$ cat config.mk
export PLATFORM = sky130hd
export DESIGN_NAME = cordic_sin_cos_arctan_core
export DESIGN_NICKNAME = d
export VERILOG_FILES = /design/src/rtl/core/csc_pkg.sv /design/src/rtl/core/cordic_sin_cos_arctan_core.sv /design/src/rtl/core/csc_stage.sv /design/src/rtl/core/csc_post.sv
export SDC_FILE = /design/constraint.sdc
export NUM_CORES = 2
export LEC_CHECK = 0
export BUFFER_PORTS_ARGS = -buffer_cell sky130_fd_sc_hd__buf_2
export CAP_MARGIN = 20
export CORE_MARGIN = 5
export CORE_UTILIZATION = 65
export CTS_CLUSTER_DIAMETER = 60
export DETAILED_ROUTE_END_ITERATION = 8
export HOLD_SLACK_MARGIN = 0.15
export MAX_ROUTING_LAYER = met4
export PLACE_DENSITY = 0.87
export SYNTH_ARGS = -nofsm -noshare
export SYNTH_HDL_FRONTEND = slang
export SYNTH_HIERARCHICAL = 1
export SYNTH_SLANG_ARGS = --single-unit
$ cat constraint.sdc
create_clock -name clk -period 7.69 [get_ports clk]
set_input_delay 1.1535 -clock clk [delete_from_list [all_inputs] [get_ports clk]]
set_output_delay 1.1535 -clock clk [all_outputs]
set_load 0.01 [all_outputs]
$ cat src/rtl/core/csc_pkg.sv
// Shared types, widths, command codes and the arctangent table of the CORDIC core.
`default_nettype none

package csc_pkg;

	// Operand and result widths at the ports
	localparam int CMD_W = 2;
	localparam int XIN_W = 20;
	localparam int ZIN_W = 21;
	localparam int RES_W = 22;

	// Internal datapath widths: x/y gain about 1.65x over 16 steps, z moves by at most 409107
	localparam int XW = 24;
	localparam int ZW = 23;

	// Gain correction: (v * GAIN) >>> FRAC_BITS
	localparam int FRAC_BITS = 12;
	localparam int GAIN_W    = 13;
	localparam logic signed [GAIN_W-1:0] GAIN = 13'sd2487;
	localparam int PROD_W    = XW + GAIN_W;

	// Iteration count limits
	localparam int ITER_MAX = 16;
	localparam int ITER_DEF = 16;

	// Command codes
	localparam logic [CMD_W-1:0] CMD_COS  = 2'd0;
	localparam logic [CMD_W-1:0] CMD_SIN  = 2'd1;
	localparam logic [CMD_W-1:0] CMD_ATAN = 2'd2;

	// One request as it travels down the rotation pipeline
	typedef struct packed {
		logic                 vld;
		logic [CMD_W-1:0]     cmd;
		logic signed [XW-1:0] x;
		logic signed [XW-1:0] y;
		logic signed [ZW-1:0] z;
	} csc_stage_t;

	// Arctangent of 2^-i in degrees, 12 fraction bits
	function automatic logic signed [ZW-1:0] atan_deg(input logic [3:0] idx);
		logic signed [ZW-1:0] a;
		unique case (idx)
			4'd0:    a = 23'sd184320;
			4'd1:    a = 23'sd108810;
			4'd2:    a = 23'sd57492;
			4'd3:    a = 23'sd29184;
			4'd4:    a = 23'sd14648;
			4'd5:    a = 23'sd7331;
			4'd6:    a = 23'sd3666;
			4'd7:    a = 23'sd1833;
			4'd8:    a = 23'sd916;
			4'd9:    a = 23'sd458;
			4'd10:   a = 23'sd229;
			4'd11:   a = 23'sd114;
			4'd12:   a = 23'sd57;
			4'd13:   a = 23'sd28;
			4'd14:   a = 23'sd14;
			default: a = 23'sd7;
		endcase
		return a;
	endfunction

endpackage

`default_nettype wire

$ cat src/rtl/core/cordic_sin_cos_arctan_core.sv
// Top level of the pipelined CORDIC core: cosine, sine and arctangent in degrees.
//
//  channel   signals                          handshake
//  --------  -------------------------------  ------------------------------
//  request   cmd, x_in, y_in, angle_in        start && !busy
//  result    result_value                     done, one cycle, no back-pressure
//
// One request enters every cycle; busy stays low.
// The pipeline holds one register per micro-rotation (ITERATIONS, capped at ITER_MAX),
// then one for the gain multiply and one for the shift and clamp.
// Reset clears only the valid bits along the pipeline; data registers are not reset.
// Nothing stalls: the result strobe cannot be held off.
`default_nettype none

module cordic_sin_cos_arctan_core
	import csc_pkg::*;
#(
	parameter int ITERATIONS = ITER_DEF
) (
	input  wire logic                     clk,
	input  wire logic                     arst_n,
	input  wire logic                     start,
	output logic                          busy,
	input  wire logic [CMD_W-1:0]         cmd,
	input  wire logic signed [XIN_W-1:0]  x_in,
	input  wire logic signed [XIN_W-1:0]  y_in,
	input  wire logic signed [ZIN_W-1:0]  angle_in,
	output logic                          done,
	output logic signed [RES_W-1:0]       result_value
);

	localparam int N = (ITERATIONS > ITER_MAX) ? ITER_MAX : ITERATIONS;

	csc_stage_t pipe [N+1];

	assign busy = 1'b0;

	// Load a request into the head of the pipeline
	always_comb begin
		pipe[0].vld = start && !busy;
		pipe[0].cmd = cmd;
		pipe[0].x   = XW'(x_in);
		pipe[0].y   = XW'(y_in);
		pipe[0].z   = ZW'(angle_in);
	end

	// One registered micro-rotation per iteration
	for (genvar i = 0; i < N; i++) begin : g_rot
		csc_stage #(
			.SHIFT (i)
		) u_stage (
			.clk    (clk),
			.arst_n (arst_n),
			.d      (pipe[i]),
			.q      (pipe[i+1])
		);
	end

	csc_post u_post (
		.clk          (clk),
		.arst_n       (arst_n),
		.d            (pipe[N]),
		.done         (done),
		.result_value (result_value)
	);

endmodule

`default_nettype wire

$ cat src/rtl/core/csc_stage.sv
// One registered CORDIC micro-rotation with a fixed shift.
`default_nettype none

module csc_stage
	import csc_pkg::*;
#(
	parameter int SHIFT = 0
) (
	input  wire logic       clk,
	input  wire logic       arst_n,
	input  wire csc_stage_t d,
	output csc_stage_t      q
);

	logic                 pos;
	logic signed [XW-1:0] xs;
	logic signed [XW-1:0] ys;
	logic signed [ZW-1:0] a;
	csc_stage_t           nxt;
	logic                 vld_s1;
	csc_stage_t           pipe_s1;

	// Pick the rotation direction; a zero residual or zero y rotates negatively
	always_comb begin
		pos = (d.cmd == CMD_ATAN) ? (d.y < 0) : (d.z > 0);
		xs  = d.x >>> SHIFT;
		ys  = d.y >>> SHIFT;
		a   = atan_deg(4'(SHIFT));
		nxt = d;
		if (pos) begin
			nxt.x = d.x - ys;
			nxt.y = d.y + xs;
			nxt.z = d.z - a;
		end else begin
			nxt.x = d.x + ys;
			nxt.y = d.y - xs;
			nxt.z = d.z + a;
		end
	end

	// Advance the valid bit
	always_ff @(posedge clk or negedge arst_n) begin
		if (!arst_n) begin
			vld_s1 <= 1'b0;
		end else begin
			vld_s1 <= d.vld;
		end
	end

	// Hold the payload of the request
	always_ff @(posedge clk) begin
		pipe_s1 <= nxt;
	end

	always_comb begin
		q     = pipe_s1;
		q.vld = vld_s1;
	end

endmodule

`default_nettype wire

$ cat src/rtl/core/csc_post.sv
// Gain correction, result select and saturation after the last micro-rotation.
`default_nettype none

module csc_post
	import csc_pkg::*;
(
	input  wire logic                   clk,
	input  wire logic                   arst_n,
	input  wire csc_stage_t             d,
	output logic                        done,
	output logic signed [RES_W-1:0]     result_value
);

	localparam int SH_W = PROD_W - FRAC_BITS;
	localparam logic signed [SH_W-1:0] RES_MIN = -(SH_W'(1) <<< (RES_W - 1));
	localparam logic signed [SH_W-1:0] RES_MAX = (SH_W'(1) <<< (RES_W - 1)) - SH_W'(1);

	logic signed [XW-1:0]     sel;
	logic signed [PROD_W-1:0] prod;
	logic                     vld_s1;
	logic                     rot_s1;
	logic signed [PROD_W-1:0] prod_s1;
	logic signed [ZW-1:0]     z_s1;
	logic signed [SH_W-1:0]   raw;
	logic signed [RES_W-1:0]  sat;
	logic                     vld_s2;
	logic signed [RES_W-1:0]  res_s2;

	// Multiply x (cos) or y (sin) by the gain
	always_comb begin
		sel  = (d.cmd == CMD_COS) ? d.x : d.y;
		prod = PROD_W'(sel) * PROD_W'(GAIN);
	end

	always_ff @(posedge clk or negedge arst_n) begin
		if (!arst_n) begin
			vld_s1 <= 1'b0;
			vld_s2 <= 1'b0;
		end else begin
			vld_s1 <= d.vld;
			vld_s2 <= vld_s1;
		end
	end

	// Hold the product and the residual angle
	always_ff @(posedge clk) begin
		rot_s1  <= (d.cmd == CMD_COS) || (d.cmd == CMD_SIN);
		prod_s1 <= prod;
		z_s1    <= d.z;
	end

	// Drop the fraction bits or take the angle, then clamp to the result range
	always_comb begin
		raw = rot_s1 ? SH_W'(prod_s1 >>> FRAC_BITS) : SH_W'(z_s1);
		priority if (raw < RES_MIN) begin
			sat = RES_MIN[RES_W-1:0];
		end else if (raw > RES_MAX) begin
			sat = RES_MAX[RES_W-1:0];
		end else begin
			sat = raw[RES_W-1:0];
		end
	end

	always_ff @(posedge clk) begin
		res_s2 <= sat;
	end

	assign done         = vld_s2;
	assign result_value = res_s2;

endmodule

`default_nettype wire

==> run metrics <==
skew final 36.0 ps; Hold Crit Class primary input to asynchronous set/reset pin; CP Data Arrival Time 7090 ps; Final #Nets around 13,000; Yosys reg bits about 1,300; Worst Setup End Kind flip-flop; worst r2r path cells 18; met1 Track Usage GR 45.0%; setup bufs post-CTS 0; Final Hold Fails 0; Max Fclk 156 MHz; Setup crit start g_rot[15].u_stage/q[71]; area leader, netlist dfxtp_1; maximum fanout along the worst path 20; synthesized area 0.0970 mm2; die footprint about 0.16 mm2; post-route minimum period between 6000 and 7000 ps; total wire length around 270,000 um; RR Endpoint u_post/prod_s1[30]; routability cong. 0.998; status complete, no violations; Post-synth top flop dfxtp_1; Skew-Pair Late Insertion Delay 790 ps; DR vias 84,700; Critical Path Start Type flip-flop; number of antenna violations at the first check in global routing 17; end of the critical path u_post/prod_s1[30]; pin count of the biggest net entering global routing between 50 and 60; Async S/R FF share, synth approximately 1.4%; PostCTS Resize Cnt 0; Avg Cell Area, Syn 8.66 um2; # IOs 90; M2 GR Usage 55.8%; CORE AREA between 0.1 and 0.15 mm2; Area after DPL 0.0990 mm2; GR Util All Layers about 35%; syn_nets around 13,000; Max-slew headroom 31.6%; Critical Path RT approximately 8400 ps; Die H 396 um; Clock Tree Root clkbuf_16; Reg-to-Reg Start g_rot[15].u_stage/q[71]; Slew Limit Fails 0; Seq/Total Area, Yosys 26.0%; Synth cell types 157; first-pass GRT wire length around 440,000 um; Syn. warnings 6; Rows 141; r2r setup slk 1280 ps; GR peak layer met2; Max-cap violations 0; top cell type's share of synthesized area 25.6%; cts bufs inserted 148; top cells by area, synth dfxtp_1 26%, ha_1 16%, xnor2_1 8.0%, a21oi_1 5.3%, xor2_1 4.5%; Initial Utilization 65.5%; die width between 300 and 400 um; CP Cell Sequence nor2_4, mux2i_1, inv_1, ha_1, fa_1, inv_1, fa_1, fa_1, inv_1, fa_1, inv_1, ha_1, a21oi_1, o211ai_1, a221oi_1, a21oi_1, o211a_1, a311oi_1; area delta synth->final 7.43%; initial DRC count 7,527; maximum clock insertion buffer count 3; Slew @ Worst Pin between 1000 and 1500 ps; CTS tree built; M3 GR Usage approximately 4.8%; type of the worst setup path flip-flop to flip-flop; CTS sink cnt 1,256; RSZ-0062 raised after global routing false; gr ovfl total 0; final setup TNS 0 ps; vias in the first global route 81,800; IO Port Bufs slightly below 90; Final period util between 80% and 90%; commonest non-fill, non-tap cell in the layout dfxtp_1; Vias/cell 6.37; number of enable flip-flop cells after synthesis 0; DR WL/cell 20.5 um; first-pass detailed-route iteration total 6; Final setup viols 0; CP max stage cell nor2_4; commonest cells after routing, fill and taps aside 1,238 x dfxtp_1, 1,205 x ha_1, 1,016 x a21oi_1; share of layout cells above drive strength 1 6.07%; Post-DRT Antenna Nets 0; post-route cell area 0.104 mm2; CP peak stage delay 540 ps; DP HPWL 218,000 um; # DRC 0; H-tree levels 4; quantity of hold-fixing buffers added after cts 0; CTS clock-pin slew for the worst setup and hold paths roughly 60 ps; Syn Inst Count around 11,000
-- flip-flops by register name, indices dropped and copies added, names as in the netlist --
| name | count |
|---|---|
| g_rot.u_stage/q | 1167 |
| u_post/prod_s1 | 25 |
| u_post/z_s1 | 23 |
| u_post/result_value | 22 |
| g_rot.u_stage/vld_s1 | 16 |
| u_post/done | 1 |
| u_post/rot_s1 | 1 |
| u_post/vld_s1 | 1 |
-- per-layer routing --
metal | share of wire (%) | vias up
met5 | 0 | -
met4 | 3.4 | 0
met3 | 7.1 | 600
met2 | 46 | 3168
met1 | 44 | 40300
li1 | - | 40600
-- per-stage QoR --
step | hold WS, ps | util [%] | cells | setup WS [ps]
finish | 290 | 70.4 | 13300 | 1280
global route | 303 | 70.4 | 13300 | 858
CTS | 251 | 70.4 | 13300 | 1270
detailed placement | 312 | 66.9 | 13000 | 1290
global placement | 310 | 66.9 | 13000 | 1370
floorplan | 310 | - | 11200 | 1780
-- worst min-delay path by stage --
stage,start,end,slack [ps],cells after the start
2_1_floorplan,g_rot[15].u_stage/q[0],u_post/z_s1[0],310,0
3_3_place_gp,g_rot[15].u_stage/q[9],u_post/z_s1[9],310,0
3_5_place_dp,g_rot[15].u_stage/q[4],u_post/z_s1[4],310,0
4_1_cts,arst_n,g_rot[12].u_stage/vld_s1,250,1
5_1_grt,arst_n,g_rot[12].u_stage/vld_s1,300,1
6_report,arst_n,g_rot[12].u_stage/vld_s1,290,1
-- logic make-up (layout without fill, tap and decap cells) --
family          after synthesis  count (layout)  share of synthesized area (%)
flops                      1256            1256                           26.0
xor+xnor                   1385            1385                           12.5
simple gates               2793            2793                           14.6
fa+ha+maj                  1363            1363                           18.8
mux                          98              98                           1.07
compound gates             3415            3415                           23.3
other cells                   1              12                        0.00387
buf+inv                     884            1049                           3.67
-- cells in the mapped netlist (34+ instances only) --
master / n
dfxtp_1: 1238
ha_1: 1205
a21oi_1: 1019
xnor2_1: 882
nor2_1: 730
nand2_1: 671
inv_1: 648
o21ai_0: 602
xor2_1: 499
a21o_1: 445
nand3_1: 204
nor3_1: 193
fa_1: 158
nand2b_1: 146
nor2b_1: 144
o31ai_1: 144
o21a_1: 135
nor4_1: 125
clkbuf_1: 122
o21bai_1: 121
a31oi_1: 115
a211oi_1: 106
and3_1: 94
nand4_1: 88
o211ai_1: 77
or3_1: 73
o21ai_1: 64
and2_1: 62
mux2i_1: 61
o41ai_1: 60
buf_2: 50
or2_2: 45
or4_1: 36
mux2_2: 35
a21boi_0: 34
-- worst max-delay path, delay by kind of cell (launching register included) --
family / cells / cell delay, ps
flip-flops: 1 / 350
buffers and inverters: 4 / 440
AND/OR/NAND/NOR: 1 / 540
multiplexers: 1 / 490
adder cells (fa/ha/maj): 6 / 2780
AO/OA/AOI/OAI: 6 / 1690
-- area by class of cell --
cell class | instances | area (um2)
repair buffers | 115 | 661
flip-flops and latches | 1256 | 25200
inverters | 663 | 2490
clock inverters | 82 | 1120
diodes | 11 | 27.5
well taps | 1930 | 2410
multi-input cells | 9055 | 68200
clock buffers | 189 | 4040
fillers | 11700 | 43800
Power is not shown: default switching activity piles up to over one toggle a cycle in this logic, so the estimate is an artifact.
